`src/jse_pkg.sv`:
```
`timescale 1ns / 1ps

package jse_pkg;

  typedef enum logic [1:0] {
    OP_BEGIN = 2'd0,
    OP_DATA  = 2'd1,
    OP_END   = 2'd2,
    OP_NONE  = 2'd3
  } opcode_t;

  localparam int unsigned CpW   = 21;
  localparam int unsigned LenW  = 4;
  localparam int unsigned EscW  = 16;

  localparam logic [7:0] CH_QUOTE  = 8'h22;
  localparam logic [7:0] CH_BSLASH = 8'h5C;
  localparam logic [7:0] CH_U      = 8'h75;

  // one output run: up to two \uxxxx groups, an optional backslash,
  // then an optional trailing character
  typedef struct packed {
    logic [LenW-1:0] len;
    logic [1:0]      n_esc;
    logic [EscW-1:0] hi;
    logic [EscW-1:0] lo;
    logic            pair;
    logic            tail;
    logic [7:0]      ch;
  } run_t;

  typedef struct packed {
    logic busy;
    logic free;
  } emit_stat_t;

  function automatic logic [7:0] hex_char(input logic [3:0] nib);
    logic [7:0] r;
    if (nib < 4'd10) begin
      r = 8'h30 + {4'h0, nib};
    end else begin
      r = 8'h57 + {4'h0, nib};
    end
    return r;
  endfunction

  // fills the escape part of a run from a code point
  function automatic run_t cp_run(input logic [CpW-1:0] cp);
    run_t r;
    logic [CpW-1:0] off;
    r   = '0;
    off = cp - 21'h10000;
    if (cp[20:16] != 5'd0) begin
      r.n_esc = 2'd2;
      r.hi    = 16'hD800 | {5'd0, off[20:10]};
      r.lo    = 16'hDC00 | {6'd0, off[9:0]};
    end else begin
      r.n_esc = 2'd1;
      r.hi    = cp[15:0];
    end
    return r;
  endfunction

  function automatic logic [LenW-1:0] esc_len(input logic [1:0] n_esc);
    logic [LenW-1:0] r;
    case (n_esc)
      2'd1:    r = 4'd6;
      2'd2:    r = 4'd12;
      default: r = 4'd0;
    endcase
    return r;
  endfunction

endpackage

```
`src/json_string_escaper.sv`:
```
`timescale 1ns / 1ps

// streaming escaper for the body of a json string
// input channel: in_valid/in_stall with in_opcode (begin, data, end) and
//   in_data_byte; a request is taken when in_valid is high and in_stall low
// output channel: out_valid/out_stall with out_char and out_last_of_run,
//   which marks the final character caused by one input request
// config channel: cfg_valid/cfg_ready with cfg_data = utf8_escape; write it
//   only while no request is in flight
// path: a taken request is stored in the run register, and each of its
//   characters then passes through the output register
// throughput, while out_stall is low: one output character per cycle; a request
//   that turns into a single character (plain byte, quote) is taken every cycle, an
//   escape holds in_stall high while its run of 2, 6, 7, 12 or 13 characters
//   drains from the run register; requests that emit nothing load no run
// reset: synchronous on rst_n, clears the pending utf-8 sequence,
//   utf8_escape and both channels
// output stall: the output register holds; the next run waits in the run
//   register and a new request is taken only once that run has been handed
//   to the output register

module json_string_escaper (
  input  logic       clk,
  input  logic       rst_n,
  input  logic       in_valid,
  output logic       in_stall,
  input  logic [1:0] in_opcode,
  input  logic [7:0] in_data_byte,
  output logic       out_valid,
  input  logic       out_stall,
  output logic [7:0] out_char,
  output logic       out_last_of_run,
  input  logic       cfg_valid,
  output logic       cfg_ready,
  input  logic       cfg_data
);
  import jse_pkg::*;

  // config and utf-8 decode state
  logic            utf8_escape_r;
  logic [CpW-1:0]  accum_r, accum_nxt;
  logic [1:0]      remaining_r, remaining_nxt;

  run_t            run;
  emit_stat_t      stat;
  logic            accept;
  logic            load;

  // always ready: the user must change config only while idle; not enforced here
  assign cfg_ready = 1'b1;

  // a request can enter whenever the run register is free this cycle
  assign in_stall = !stat.free;
  assign accept   = in_valid && !in_stall;
  // requests with no characters only update the decode state
  assign load     = accept && (run.len != '0);

  jse_decode u_decode (
    .opcode        (in_opcode),
    .data_byte     (in_data_byte),
    .utf8_escape   (utf8_escape_r),
    .accum         (accum_r),
    .remaining     (remaining_r),
    .run           (run),
    .accum_nxt     (accum_nxt),
    .remaining_nxt (remaining_nxt)
  );

  jse_emit u_emit (
    .clk       (clk),
    .rst_n     (rst_n),
    .load      (load),
    .run_in    (run),
    .out_stall (out_stall),
    .out_valid (out_valid),
    .out_char  (out_char),
    .out_last  (out_last_of_run),
    .stat      (stat)
  );

  always_ff @(posedge clk) begin
    if (!rst_n) begin
      utf8_escape_r <= 1'b0;
      accum_r       <= '0;
      remaining_r   <= 2'd0;
    end else begin
      if (cfg_valid && cfg_ready) begin
        utf8_escape_r <= cfg_data;
      end
      if (accept) begin
        accum_r     <= accum_nxt;
        remaining_r <= remaining_nxt;
      end
    end
  end

  // gathered bits stay within what the pending byte count allows
  a_accum_bound: assert property (@(posedge clk) disable iff (!rst_n)
    ((remaining_r == 2'd0) && (accum_r == '0)) ||
    ((remaining_r == 2'd1) && (accum_r[20:15] == '0)) ||
    ((remaining_r == 2'd2) && (accum_r[20:9] == '0)) ||
    ((remaining_r == 2'd3) && (accum_r[20:3] == '0)))
    else $error("utf-8 accumulator out of range for pending count");

  // begin and end markers drop any pending sequence
  a_frame_clears: assert property (@(posedge clk) disable iff (!rst_n)
    (accept && ((in_opcode == OP_BEGIN) || (in_opcode == OP_END)))
    |=> (remaining_r == 2'd0) && (accum_r == '0))
    else $error("sequence state survived a string marker");

  // no sequence starts while utf8_escape is clear
  a_no_seq_plain: assert property (@(posedge clk) disable iff (!rst_n)
    (accept && (in_opcode == OP_DATA) && (remaining_r == 2'd0) && !utf8_escape_r)
    |=> (remaining_r == 2'd0))
    else $error("utf-8 sequence opened with utf8_escape clear");

  // a stalled input means a run is still draining
  a_stall_busy: assert property (@(posedge clk) disable iff (!rst_n)
    in_stall |-> stat.busy)
    else $error("input stalled with no run in progress");

endmodule

```
`src/jse_decode.sv`:
```
`timescale 1ns / 1ps

module jse_decode (
  input  logic [1:0]              opcode,
  input  logic [7:0]              data_byte,
  input  logic                    utf8_escape,
  input  logic [jse_pkg::CpW-1:0] accum,
  input  logic [1:0]              remaining,
  output jse_pkg::run_t           run,
  output logic [jse_pkg::CpW-1:0] accum_nxt,
  output logic [1:0]              remaining_nxt
);
  import jse_pkg::*;

  logic [CpW-1:0] shifted;
  run_t           r;

  assign shifted = {accum[CpW-7:0], data_byte[5:0]};

  always_comb begin
    r             = '0;
    accum_nxt     = accum;
    remaining_nxt = remaining;
    case (opcode_t'(opcode))
      OP_BEGIN: begin
        accum_nxt     = '0;
        remaining_nxt = 2'd0;
        r.tail        = 1'b1;
        r.ch          = CH_QUOTE;
      end
      OP_DATA: begin
        if (remaining != 2'd0) begin
          remaining_nxt = remaining - 2'd1;
          if (remaining == 2'd1) begin
            r         = cp_run(shifted);
            accum_nxt = '0;
          end else begin
            accum_nxt = shifted;
          end
        end else begin
          case (data_byte)
            8'h22: begin r.pair = 1'b1; r.tail = 1'b1; r.ch = CH_QUOTE;  end
            8'h5C: begin r.pair = 1'b1; r.tail = 1'b1; r.ch = CH_BSLASH; end
            8'h08: begin r.pair = 1'b1; r.tail = 1'b1; r.ch = 8'h62;     end
            8'h0C: begin r.pair = 1'b1; r.tail = 1'b1; r.ch = 8'h66;     end
            8'h0A: begin r.pair = 1'b1; r.tail = 1'b1; r.ch = 8'h6E;     end
            8'h0D: begin r.pair = 1'b1; r.tail = 1'b1; r.ch = 8'h72;     end
            8'h09: begin r.pair = 1'b1; r.tail = 1'b1; r.ch = 8'h74;     end
            default: begin
              if (data_byte < 8'h20) begin
                r.n_esc = 2'd1;
                r.hi    = {8'h00, data_byte};
              end else if (utf8_escape && data_byte[7]) begin
                // lead byte: sequence length from the top bits
                if (data_byte < 8'hE0) begin
                  accum_nxt     = {16'd0, data_byte[4:0]};
                  remaining_nxt = 2'd1;
                end else if (data_byte < 8'hF0) begin
                  accum_nxt     = {17'd0, data_byte[3:0]};
                  remaining_nxt = 2'd2;
                end else begin
                  accum_nxt     = {18'd0, data_byte[2:0]};
                  remaining_nxt = 2'd3;
                end
              end else begin
                r.tail = 1'b1;
                r.ch   = data_byte;
              end
            end
          endcase
        end
      end
      OP_END: begin
        if (remaining != 2'd0) begin
          r = cp_run(accum);
        end
        accum_nxt     = '0;
        remaining_nxt = 2'd0;
        r.tail        = 1'b1;
        r.ch          = CH_QUOTE;
      end
      default: begin
        r = '0;
      end
    endcase
    r.len = esc_len(r.n_esc) + {3'd0, r.pair} + {3'd0, r.tail};
    run   = r;
  end

endmodule

```
`src/jse_emit.sv`:
```
`timescale 1ns / 1ps

module jse_emit (
  input  logic                   clk,
  input  logic                   rst_n,
  input  logic                   load,
  input  jse_pkg::run_t          run_in,
  input  logic                   out_stall,
  output logic                   out_valid,
  output logic [7:0]             out_char,
  output logic                   out_last,
  output jse_pkg::emit_stat_t    stat
);
  import jse_pkg::*;

  logic             busy_r, busy_nxt;
  run_t             run_r;
  logic [LenW-1:0]  idx_r, idx_nxt;
  logic             out_valid_r, out_valid_nxt;
  logic [7:0]       out_char_r;
  logic             out_last_r;

  logic             emit;
  logic             at_last;
  logic             run_free;
  logic [LenW-1:0]  elen;
  logic             second;
  logic [LenW-1:0]  pos;
  logic [EscW-1:0]  val;
  logic [7:0]       ch;

  assign emit     = busy_r && (!out_valid_r || !out_stall);
  assign at_last  = (idx_r == run_r.len - 4'd1);
  assign run_free = !busy_r || (emit && at_last);

  // character at the current position of the run
  always_comb begin
    elen   = esc_len(run_r.n_esc);
    second = (idx_r >= 4'd6);
    pos    = second ? (idx_r - 4'd6) : idx_r;
    val    = second ? run_r.lo : run_r.hi;
    if (idx_r < elen) begin
      case (pos)
        4'd0:    ch = CH_BSLASH;
        4'd1:    ch = CH_U;
        4'd2:    ch = hex_char(val[15:12]);
        4'd3:    ch = hex_char(val[11:8]);
        4'd4:    ch = hex_char(val[7:4]);
        default: ch = hex_char(val[3:0]);
      endcase
    end else if (run_r.pair && (idx_r == elen)) begin
      ch = CH_BSLASH;
    end else begin
      ch = run_r.ch;
    end
  end

  always_comb begin
    busy_nxt      = run_free ? load : busy_r;
    idx_nxt       = load ? '0 : (emit ? idx_r + 4'd1 : idx_r);
    out_valid_nxt = emit ? 1'b1 : (out_valid_r && out_stall);
  end

  always_ff @(posedge clk) begin
    if (!rst_n) begin
      busy_r      <= 1'b0;
      idx_r       <= '0;
      out_valid_r <= 1'b0;
    end else begin
      busy_r      <= busy_nxt;
      idx_r       <= idx_nxt;
      out_valid_r <= out_valid_nxt;
    end
  end

  always_ff @(posedge clk) begin
    if (load) begin
      run_r <= run_in;
    end
    if (emit) begin
      out_char_r <= ch;
      out_last_r <= at_last;
    end
  end

  assign out_valid = out_valid_r;
  assign out_char  = out_char_r;
  assign out_last  = out_last_r;
  assign stat.busy = busy_r;
  assign stat.free = run_free;

endmodule
```
`config.mk`:
```
export PLATFORM = sky130hd
export DESIGN_NAME = json_string_escaper
export DESIGN_NICKNAME = d
export VERILOG_FILES = /design/src/jse_pkg.sv /design/src/json_string_escaper.sv /design/src/jse_decode.sv /design/src/jse_emit.sv
export SDC_FILE = /design/constraint.sdc
export NUM_CORES = 1
export LEC_CHECK = 0
export ABC_AREA = 1
export BUFFER_PORTS_ARGS = -buffer_cell sky130_fd_sc_hd__buf_2
export CORE_ASPECT_RATIO = 0.8
export CORE_MARGIN = 2
export CORE_UTILIZATION = 46
export DETAILED_ROUTE_END_ITERATION = 6
export SLEW_MARGIN = 0
export SYNTH_ARGS = -nofsm -noshare
export SYNTH_HDL_FRONTEND = slang
export SYNTH_HIERARCHICAL = 1
export SYNTH_SLANG_ARGS = --single-unit
```
`constraint.sdc`:
```
create_clock -name clk -period 18.7 [get_ports clk]
set_clock_uncertainty 0.2 [all_clocks]
set_input_delay 3.74 -clock clk [delete_from_list [all_inputs] [get_ports clk]]
set_output_delay 3.74 -clock clk [all_outputs]
set_load 0.01 [all_outputs]
```
# == Word-level counts from Yosys, hierarchy flattened ==
# Cells that the tools add are included.
# totals
reg_bits,86
latchBits,0
ramBits,0
romBits,0
output_inout_bits,12
word_cells,131
mem_count,0
# classes
addsub,16
n_mul,0
div,0
magnitude_cmp,9
n_eq_ne,23
shift,0
mux,44
n_bitwise,1
n_reduce_logical,24
# ops
op,n
21-bit 2-to-1 mux,6
44-bit 2-to-1 mux,2
18-bit 2-to-1 mux,4
35-bit case mux with 2 select lines,1
16-bit 2-to-1 mux,4
9-bit case mux with 7 select lines,1
8-bit 2-to-1 mux,6
21-bit case mux with 2 select lines,1
21-bit by 17-bit subtractor with 21-bit output (second input constant),2
8-bit by 4-bit equality test with 1-bit output (second input constant),5
8-bit case mux with 5 select lines,1
7-bit by 4-bit adder with 8-bit output (first input constant),4
6-bit by 4-bit adder with 7-bit output (first input constant),4
9-bit 2-to-1 mux,2
9-bit case mux with 2 select lines,1
17-bit 2-to-1 mux,1
4-bit < comparator (second input constant),4
8-bit < comparator (second input constant),2
4-bit case mux with 2 select lines,2
10-bit 2-to-1 mux,1
2-bit 2-to-1 mux,5
5-bit nonzero test,2
4-bit by 1-bit adder with 4-bit output,2
2-bit by 1-bit equality test with 1-bit output (second input constant),4
30 further kinds,50

# == Depth between registers and ports, before layout ==
# Gate-level depths: netlist of run 1.
# depth
ltp_word,13
mapped_depth,20
depth_no_buf,20

# == By module ==
# Netlist of run 1, hierarchy kept.
# by_module_without_submodules
module,instances,cells_per_inst,area_per_inst_um2,seq_area_each_um2
jse_emit,1,347,3298.2,1801.7
jse_decode,1,377,1976.9,0.0
json_string_escaper,1,157,1012.2,480.5

# == Worst setup path after synthesis of run 1 ==
# No wires, ideal clock.
# synth_path
path_kind,input to register
start,input in_opcode[0]
end,register u_emit.idx_r[3]
arrival_time_ns,8.342
setup_slack_ns,10.028
cell_stages,18
cell_sequence,inv_1 -> ha_1 -> inv_1 -> nor2_4 -> nand2_1 -> buf_2 -> nand2_1 -> inv_1 -> nor2_2 -> inv_1 -> ha_1 -> ha_1 -> xnor2_1 -> nor2_1 -> a21oi_1 -> inv_1 -> o2111ai_1 -> a31oi_1
# synth_lines
item,line_no,source
from (decl),json_string_escaper.sv:27,"input logic [1:0] in_opcode,"
to (signal assigned),jse_emit.sv:71,idx_r <= idx_nxt;
to (decl),jse_emit.sv:18,"logic [LenW-1:0] idx_r, idx_nxt;"

==> run summary, run 1 <==
Outcome: complete, no violations
Ratio of cells with drive above 1 in the final layout: 0.117
Area of the multi-input gates: 3250 um^2
Critical Path RT: 14.76 ns
Area Overhead vs Synth: 7.19%
Final Max Tran Viols: 0
Startpoint Class: input port
Kind of critical path: input port to output pin
CTS Hold Bufs: 0
H-tree levels: 3
CTS Buf Count: 9
Cell Area, Synth: 6280 um^2
First-pass GRT wire length: 27400 um
Worst Path Max Fanout: 12
Final setup violation count: 0
Root buffer cell: clkbuf_16
Syn avg cell area: 7.14 um^2
Relative slew margins: 0.330
Clock Tree Buf Depth: 2
Initial core utilization: 0.467
YS warnings: 6
Port bufs: 26
Core Region: 13500 um^2
1st-iter DRT viols: 686
Drt drc: 0
DR WL/cell: 16.1 um
Die span in x: 135 um
Pre-Repair DR Iteration Count: 5
HP Class: register to register
CTS sink cnt: 86
Placer Congestion: 0.968
Layout net count: 925
Static leakage: 3.00 nW
Worst hold slack: 0.280 ns
Worst-path clk slew: 0.07 ns
Routed vias: 5856
Die height: 109 um
Slew @ Worst Pin: 1.00 ns
Most common cell after layout, fill and taps aside: nand2_1
ANT cells: 0
Gr ovfl total: 0
Gr usage total: 0.244
Final ANT Viol Nets: 0
Num rows: 38
Register area: 2280 um^2
Critical Path AT: 4.82 ns
Final wirelength: 17200 um
Vias in the first global route: 5402
Worst VDD drop: 0.0509 mV
Post-DP Area: 6430 um^2
I/O pin cnt: 28
Syn Inst Count: 880
CTS tree: done
Max-cap check violation count: 0
Layout filler cell count: 1365
Die area: 14600 um^2
Pwr dens: 80.5 nW/um^2
Syn nets: 920
Detailed Place HPWL: 12900 um
Design Area, Final: 6730 um^2
RSZ-0062 raised after global routing: no
Setup TNS Final: 0 ns
Min cycle time layout: 8.76 ns
Clk_lat worst skew: 0.36 ns
Fin. Hold Viols: 0
Initial antenna violation count: 0
Worst R2R Setup Slack: 14.11 ns
Final core utilization: 0.500
Largest net degree at the start of global routing: 48
Final cycle utilization of the critical path: 0.468
CP endpoint kind: output pin
DP Worst Slack: 9.95 ns
Commonest cells after routing, fill and taps aside: 220 x nand2_1, 126 x inv_1, 106 x nor2_1
Fin worst setup slack: 9.94 ns
F_max: 114 MHz
Post-cts resize count: 0
Post-CTS Setup Bufs: 0
Ratio of routed vias to standard cells: 5.47
==> area by class of cell <==
cell class	count	area share
multi-input combinational	620	0.483
sequential	86	0.339
inverter	140	0.0783
clock buffer	10	0.0372
tap	180	0.0335
timing repair buffer	28	0.0216
clock inverter	6	0.00743
==> worst max-delay path, cell delays in order <==
cell	delay, ns
buf_2	0.09
nand2_1	0.06
nand2_1	0.11
inv_1	0.36
nand2_1	0.10
nand2_1	0.16
inv_1	0.05
buf_2	0.13
==> per-stage QoR <==
| stage | cells | total power [mW] |
|---|---|---|
| floorplan | 880 | 0.327 |
| global placement | 1054 | 0.356 |
| detailed placement | 1054 | 0.359 |
| CTS | 1070 | 0.543 |
| global route | 1070 | 0.570 |
| finish | 1070 | 0.542 |
==> layer usage <==
metal  GRT usage  share of wire
met1       0.331           0.46
met3      0.0727          0.089
met5           0              0
met4      0.0812          0.017
met2       0.374           0.43
==> power by group <==
part | leakage (nW) | total (mW) | internal (mW) | switching [mW]
combinational | 2.08 | 0.121 | 0.0377 | 0.0834
sequential | 0.776 | 0.237 | 0.222 | 0.0146
clock | 0.147 | 0.184 | 0.100 | 0.0835
==> final timing paths <==
kind	endpoint	startpoint	depth (start not counted)
setup reg to reg	u_emit/run_r[21]	remaining_r[1]	13
hold reg to reg	u_emit/out_valid	u_emit/busy_r	2
setup / recovery	in_stall	out_stall	8
hold / removal	u_emit/out_valid	u_emit/busy_r	2
==> state kept, by name, summed over array words and instances (netlist names) <==
| register | cells |
|---|---|
| u_emit/out_valid | 1 |
| u_emit/out_last | 1 |
| u_emit/run_r | 47 |
| accum_r | 21 |
| u_emit/out_char | 8 |
| remaining_r | 2 |
| u_emit/idx_r | 4 |
| u_emit/busy_r | 1 |
| utf8_escape_r | 1 |
Power figures use the tool's default switching activity.
==> run 2, diff against run 1 <==
Settings changed: ABC_AREA 1 to 0.
Clock period 18.7 ns to 7.6 ns, I/O delays scaled along.
==> run 2 against run 1 <==
Final area decreased by 0.74%. Wire length is essentially flat. Clock power increased by 130%. First-iteration DRC count is 18% lower. Sequential share of layout area up 0.25 points. Synthesized cell count down 20%. Global-route usage down 0.42 points. Core utilization shrank 0.89 points. Hold slack better by 0.032 ns. Non-clock buffer count increased by 1. Worst setup slack worse by 7.9 ns. Critical path type is now input port to register. Largest cell class unchanged.
==> run summary, run 2 <==
Fin. Hold Viols: 0 (unchanged)
Initial antenna violation count: 0 (unchanged)
Post-cts resize count: 0 (unchanged)
Cell count of the worst reg-to-reg path: 10 (-3)
Static leakage: 2.39 nW (-20%)
CTS tree: done
Syn Inst Count: 702 (-20%)
Clock Tree Buf Depth: 2 (unchanged)
Top reg by flops: u_emit/run_r
Pwr dens: 165 nW/um^2 (+100%)
Num rows: 38 (unchanged)
Cell repeated most along the worst path: ha_1
Final setup violation count: 0 (unchanged)
Max FFs per register: 47 (unchanged)
R2r endpoint: u_emit/idx_r[0]
Kind of critical path: input port to register
Final wirelength: 17200 um (about the same)
Area Overhead vs Synth: 4.15%
First-pass GRT wire length: 27300 um (-0.30%)
1st-iter DRT viols: 560 (-18%)
Port bufs: 26 (unchanged)
Cell Area, Synth: 6410 um^2 (+2.2%)
Critical Path AT: 5.55 ns (+0.73 ns)
Crit-path slowest cell: o41a_2
Post-CTS Setup Bufs: 0 (unchanged)
YS warnings: 6 (unchanged)
Worst path bufs/invs: 3 (-1)
Ratio of routed vias to standard cells: 6.31 (+15%)
Worst VDD drop: 0.109 mV (+110%)
Largest net degree at the start of global routing: 51 (+6.3%)
Final ANT Viol Nets: 0 (unchanged)
Most common cell after layout, fill and taps aside: nand2_1
Worst Path Max Fanout: 48 (+36)
Placer Congestion: 0.906 (-6.4%)
Layout filler cell count: 1306 (-4.3%)
Hold path depth: 2 (unchanged)
Hold_sp: u_emit/busy_r
Syn nets: 742 (-19%)
Pre-Repair DR Iteration Count: 7 (+2)
I/O pin cnt: 28 (unchanged)
Die span in x: 136 um (+1.0%)
Gr usage total: 0.240 (-0.00422)
Hold path endpoint: u_emit/out_valid
Gr ovfl total: 0 (unchanged)
Syn avg cell area: 9.14 um^2 (+28%)
Ratio of cells with drive above 1 in the final layout: 0.0944 (-0.0225)
CTS sink cnt: 86 (unchanged)
Drt drc: 0 (unchanged)
Initial core utilization: 0.472 (+0.00504)
Slew @ Worst Pin: 1.26 ns (+0.258 ns)
RSZ-0062 raised after global routing: no
HP Class: register to register
Outcome: complete, no violations
Max-cap check violation count: 0 (unchanged)
F_max: 181 MHz
Commonest cells after routing, fill and taps aside: 66 x nand2_1, 56 x edfxtp_1, 43 x o21ai_0
Final Max Tran Viols: 0 (unchanged)
Total Power: 1.10 mW (+100%)
ANT cells: 0 (unchanged)
Clk_lat worst skew: 0.36 ns (about the same)
Routed vias: 5415 (-7.5%)
Die area: 14900 um^2 (+2.1%)
Final cycle utilization of the critical path: 0.726
CTS Buf Count: 9 (unchanged)
H-tree levels: 3 (unchanged)
Worst R2R Setup Slack: 3.22 ns (-10.89 ns)
DR WL/cell: 20.1 um (+25%)
Detailed Place HPWL: 12300 um (-5.4%)
Startpoint Class: input port
Relative slew margins: 0.154 (-0.176)
Layout net count: 713 (-23%)
Setup TNS Final: 0 ns (unchanged)
Reg2reg start: u_emit/idx_r[3]
CP max stage delay: 0.84 ns (+0.48 ns)
Critical Path RT: 7.64 ns (-7.12 ns)
Critical Path Start: in_opcode[1]
Kind of cell adding the most delay to the critical path: adder cells
Die height: 110 um (+1.0%)
Area of the multi-input gates: 3640 um^2 (+12%)
CP endpoint kind: register
Core Region: 13600 um^2 (+1.1%)
Worst path cell trace: buf_2 -> inv_1 -> ha_1 -> nand3b_1 -> nor2_1 -> o21ai_1 -> ha_1 -> ha_1 -> xnor2_1 -> o41a_2 -> inv_1 -> nand2_1 -> nor2_1
Register area: 2280 um^2 (unchanged)
Root buffer cell: clkbuf_16
Min cycle time layout: 5.51 ns
Worst-path clk slew: 0.06 ns (about the same)
Vias in the first global route: 4957 (-8.2%)
CTS Hold Bufs: 0 (unchanged)
run 2: report_power, final:
group          internal [mW]  switching [mW]  total (mW)
Combinational         0.0453          0.0865       0.132
Sequential             0.520          0.0188       0.539
Clock                  0.228           0.203       0.431
run 2: worst max path at each step:
stage / end / depth (start not counted) / slack [ns]
2_1_floorplan: u_emit/idx_r[0] / 13 / 2.34
4_1_cts: u_emit/idx_r[0] / 13 / 2.14
5_1_grt: u_emit/idx_r[0] / 13 / 1.64
6_report: u_emit/idx_r[0] / 13 / 2.09
3_5_place_dp: u_emit/idx_r[2] / 13 / 1.76
3_3_place_gp: u_emit/idx_r[3] / 12 / 1.98
run 2: tightest hold or removal path, stage by stage (launching register included):
cell,delay (ns)
dfxtp_1,0.34
a21oi_1,0.05
nor2b_1,0.09
run 2: routing by layer:
metal  global-route usage  routed length [um]  share of wire
met2                0.347                7410           0.43
met5                    0                   0              0
met1                0.359                8470           0.49
met3               0.0452                 966          0.056
met4               0.0811                 362          0.021
run 2: metrics by stage:
step,hold slack [ns],setup slack (ns),area [um^2],std cells,util
2_1_floorplan,0.227,2.34,6410,702,-
3_3_place_gp,0.301,1.98,6390,842,0.470
3_5_place_dp,0.308,1.76,6390,842,0.470
4_1_cts,0.322,2.14,6680,858,0.491
5_1_grt,0.341,1.64,6680,858,0.491
6_report,0.312,2.09,6680,858,0.491
run 2: cell type report:
cell class	count	area share
flip-flops and latches	86	0.342
multi-input cells	523	0.545
inverters	24	0.0135
well taps	180	0.0337
repair buffers	29	0.0228
clock buffers	9	0.0337
clock inverters	7	0.00936
==> run 3, diff against run 2 <==
Clock period 7.6 ns to 5.6 ns, I/O delays scaled along.
==> run 3 against run 2 <==
Clock power is 42% higher. Global-route usage is 0.092 points lower. Hold slack worse by 0.0037 ns. Non-clock buffer count is 5 higher. Sequential power is 36% higher. Final area is 0.75% higher. Combinational power is 36% higher. Core utilization is 0.37 points higher. Register-to-register slack worse by 1.9 ns. First-iteration DRC count is 12% higher. Worst setup slack worse by 1.0 ns. Cell count is 0.58% higher. Highest routed layer unchanged.
==> run summary, run 3 (synthesized netlist as in run 2, its figures left out) <==
Final Max Tran Viols: 0 (unchanged)
Post-route insts no fill: 863 (+0.58%)
CTS Buf Count: 9 (unchanged)
Design Area, Final: 6730 um^2 (+0.75%)
Worst Path Max Fanout: 48 (unchanged)
Worst VDD drop: 0.177 mV (+62%)
Critical Path RT: 5.68 ns (-1.96 ns)
Kind of critical path: input port to register
Final cycle utilization of the critical path: 0.809
Initial antenna violation count: 0 (unchanged)
Die span in x: 136 um (unchanged)
I/O pin cnt: 28 (unchanged)
DR WL/cell: 19.9 um (-1.0%)
F_max: 221 MHz
Final core utilization: 0.495 (+0.00368)
CTS tree: done
Max FFs per register: 47 (unchanged)
Worst path bufs/invs: 2 (-1)
Die height: 110 um (unchanged)
Clock Tree Buf Depth: 2 (unchanged)
Layout net count: 718 (+0.70%)
Ratio of routed vias to standard cells: 6.38 (+1.1%)
Routed vias: 5504 (+1.6%)
Setup TNS Final: 0 ns (unchanged)
Worst path cell trace: buf_2 -> or4b_1 -> a21o_1 -> a21boi_4 -> a311oi_1 -> ha_1 -> ha_1 -> o41a_2 -> inv_1 -> nand2_1 -> nor2_1
Largest net degree at the start of global routing: 51 (unchanged)
Crit-path slowest cell: o41a_2
Startpoint Class: input port
HP Class: register to register
Root buffer cell: clkbuf_16
Pre-Repair DR Iteration Count: 6 (-1)
Fin. Hold Viols: 0 (unchanged)
Detailed Place HPWL: 12200 um (-0.63%)
Placer Congestion: 0.935 (+3.2%)
Port bufs: 26 (unchanged)
Clk_lat worst skew: 0.35 ns (about the same)
CP endpoint kind: register
Gr usage total: 0.239 (-0.000919)
Ratio of cells with drive above 1 in the final layout: 0.101 (+0.00663)
Pwr dens: 226 nW/um^2 (+37%)
Top reg by flops: u_emit/run_r
RSZ-0062 raised after global routing: no
1st-iter DRT viols: 626 (+12%)
Inst Count DP: 847 (+0.59%)
Post-DP Area: 6430 um^2 (+0.59%)
Final ANT Viol Nets: 0 (unchanged)
Final setup violation count: 0 (unchanged)
Slew @ Worst Pin: 1.27 ns (+0.00817 ns)
Num rows: 38 (unchanged)
Initial core utilization: 0.472 (unchanged)
First-pass GRT wire length: 27500 um (+0.89%)
Post-cts resize count: 0 (unchanged)
Drt drc: 0 (unchanged)
Worst-path clk slew: 0.06 ns (about the same)
Area Overhead vs Synth: 4.93%
Final wirelength: 17100 um (-0.44%)
Die area: 14900 um^2 (unchanged)
Relative slew margins: 0.148 (-0.00548)
CP max stage delay: 0.91 ns (+0.07 ns)
Worst hold slack: 0.308 ns (-0.00367 ns)
ANT cells: 0 (unchanged)
Kind of cell adding the most delay to the critical path: compound AO/OA/AOI/OAI gates
Vias in the first global route: 5047 (+1.8%)
Core Region: 13600 um^2 (unchanged)
CTS sink cnt: 86 (unchanged)
Commonest cells after routing, fill and taps aside: 66 x nand2_1, 56 x edfxtp_1, 43 x o21ai_0
H-tree levels: 3 (unchanged)
Outcome: complete, no violations
Cell repeated most along the worst path: ha_1
CTS Hold Bufs: 0 (unchanged)
Min cycle time layout: 4.53 ns
Static leakage: 2.42 nW (+1.2%)
Most common cell after layout, fill and taps aside: nand2_1
Gr ovfl total: 0 (unchanged)
Critical Path AT: 4.61 ns (-0.94 ns)
Post-CTS Setup Bufs: 0 (unchanged)
Max-cap check violation count: 0 (unchanged)
run 3: metrics by stage:
step           worst slack, ns  power [mW]
3_5_place_dp             0.745       0.922
4_1_cts                   1.11        1.53
2_1_floorplan            0.743       0.877
3_3_place_gp             0.960       0.917
5_1_grt                  0.781        1.58
6_report                  1.07        1.52
run 3: final cells by class:
class	count	area (um^2)
Fill cell	1297	6870
Multi-Input combinational cell	523	3640
Sequential cell	86	2280
Clock buffer	9	225
Tap cell	180	225
Timing Repair Buffer	34	190
Inverter	24	90.1
Clock inverter	7	75.1
run 3: tightest hold or removal path, delay by kind of cell (launching register included):
family	cells	cell delay (ns)
AO/OA/AOI/OAI	1	0.04
AND/OR/NAND/NOR	1	0.09
flip-flops	1	0.34
run 3: where the power goes:
part           switching, mW  leakage [nW]  internal [mW]
Sequential            0.0252         0.778          0.707
Clock                  0.264         0.138          0.346
Combinational          0.118          1.51         0.0619
run 3: final timing paths:
| path | start | to | slack, ns | depth (start not counted) |
|---|---|---|---|---|
| worst min register to register | u_emit/busy_r | u_emit/out_valid | 0.31 | 2 |
| worst max-delay path | in_data_byte[2] | u_emit/idx_r[1] | 1.07 | 11 |
| worst min-delay path | u_emit/busy_r | u_emit/out_valid | 0.31 | 2 |
| worst max register to register | accum_r[10] | u_emit/idx_r[1] | 1.28 | 13 |
run 3: metal layers:
metal	global-route usage	part of all wire	vias to the layer above
met4	0.0588	0.016	0
met1	0.345	0.48	2650
met2	0.365	0.44	231
met5	0	0	-
li1	-	-	2592
met3	0.0530	0.064	31
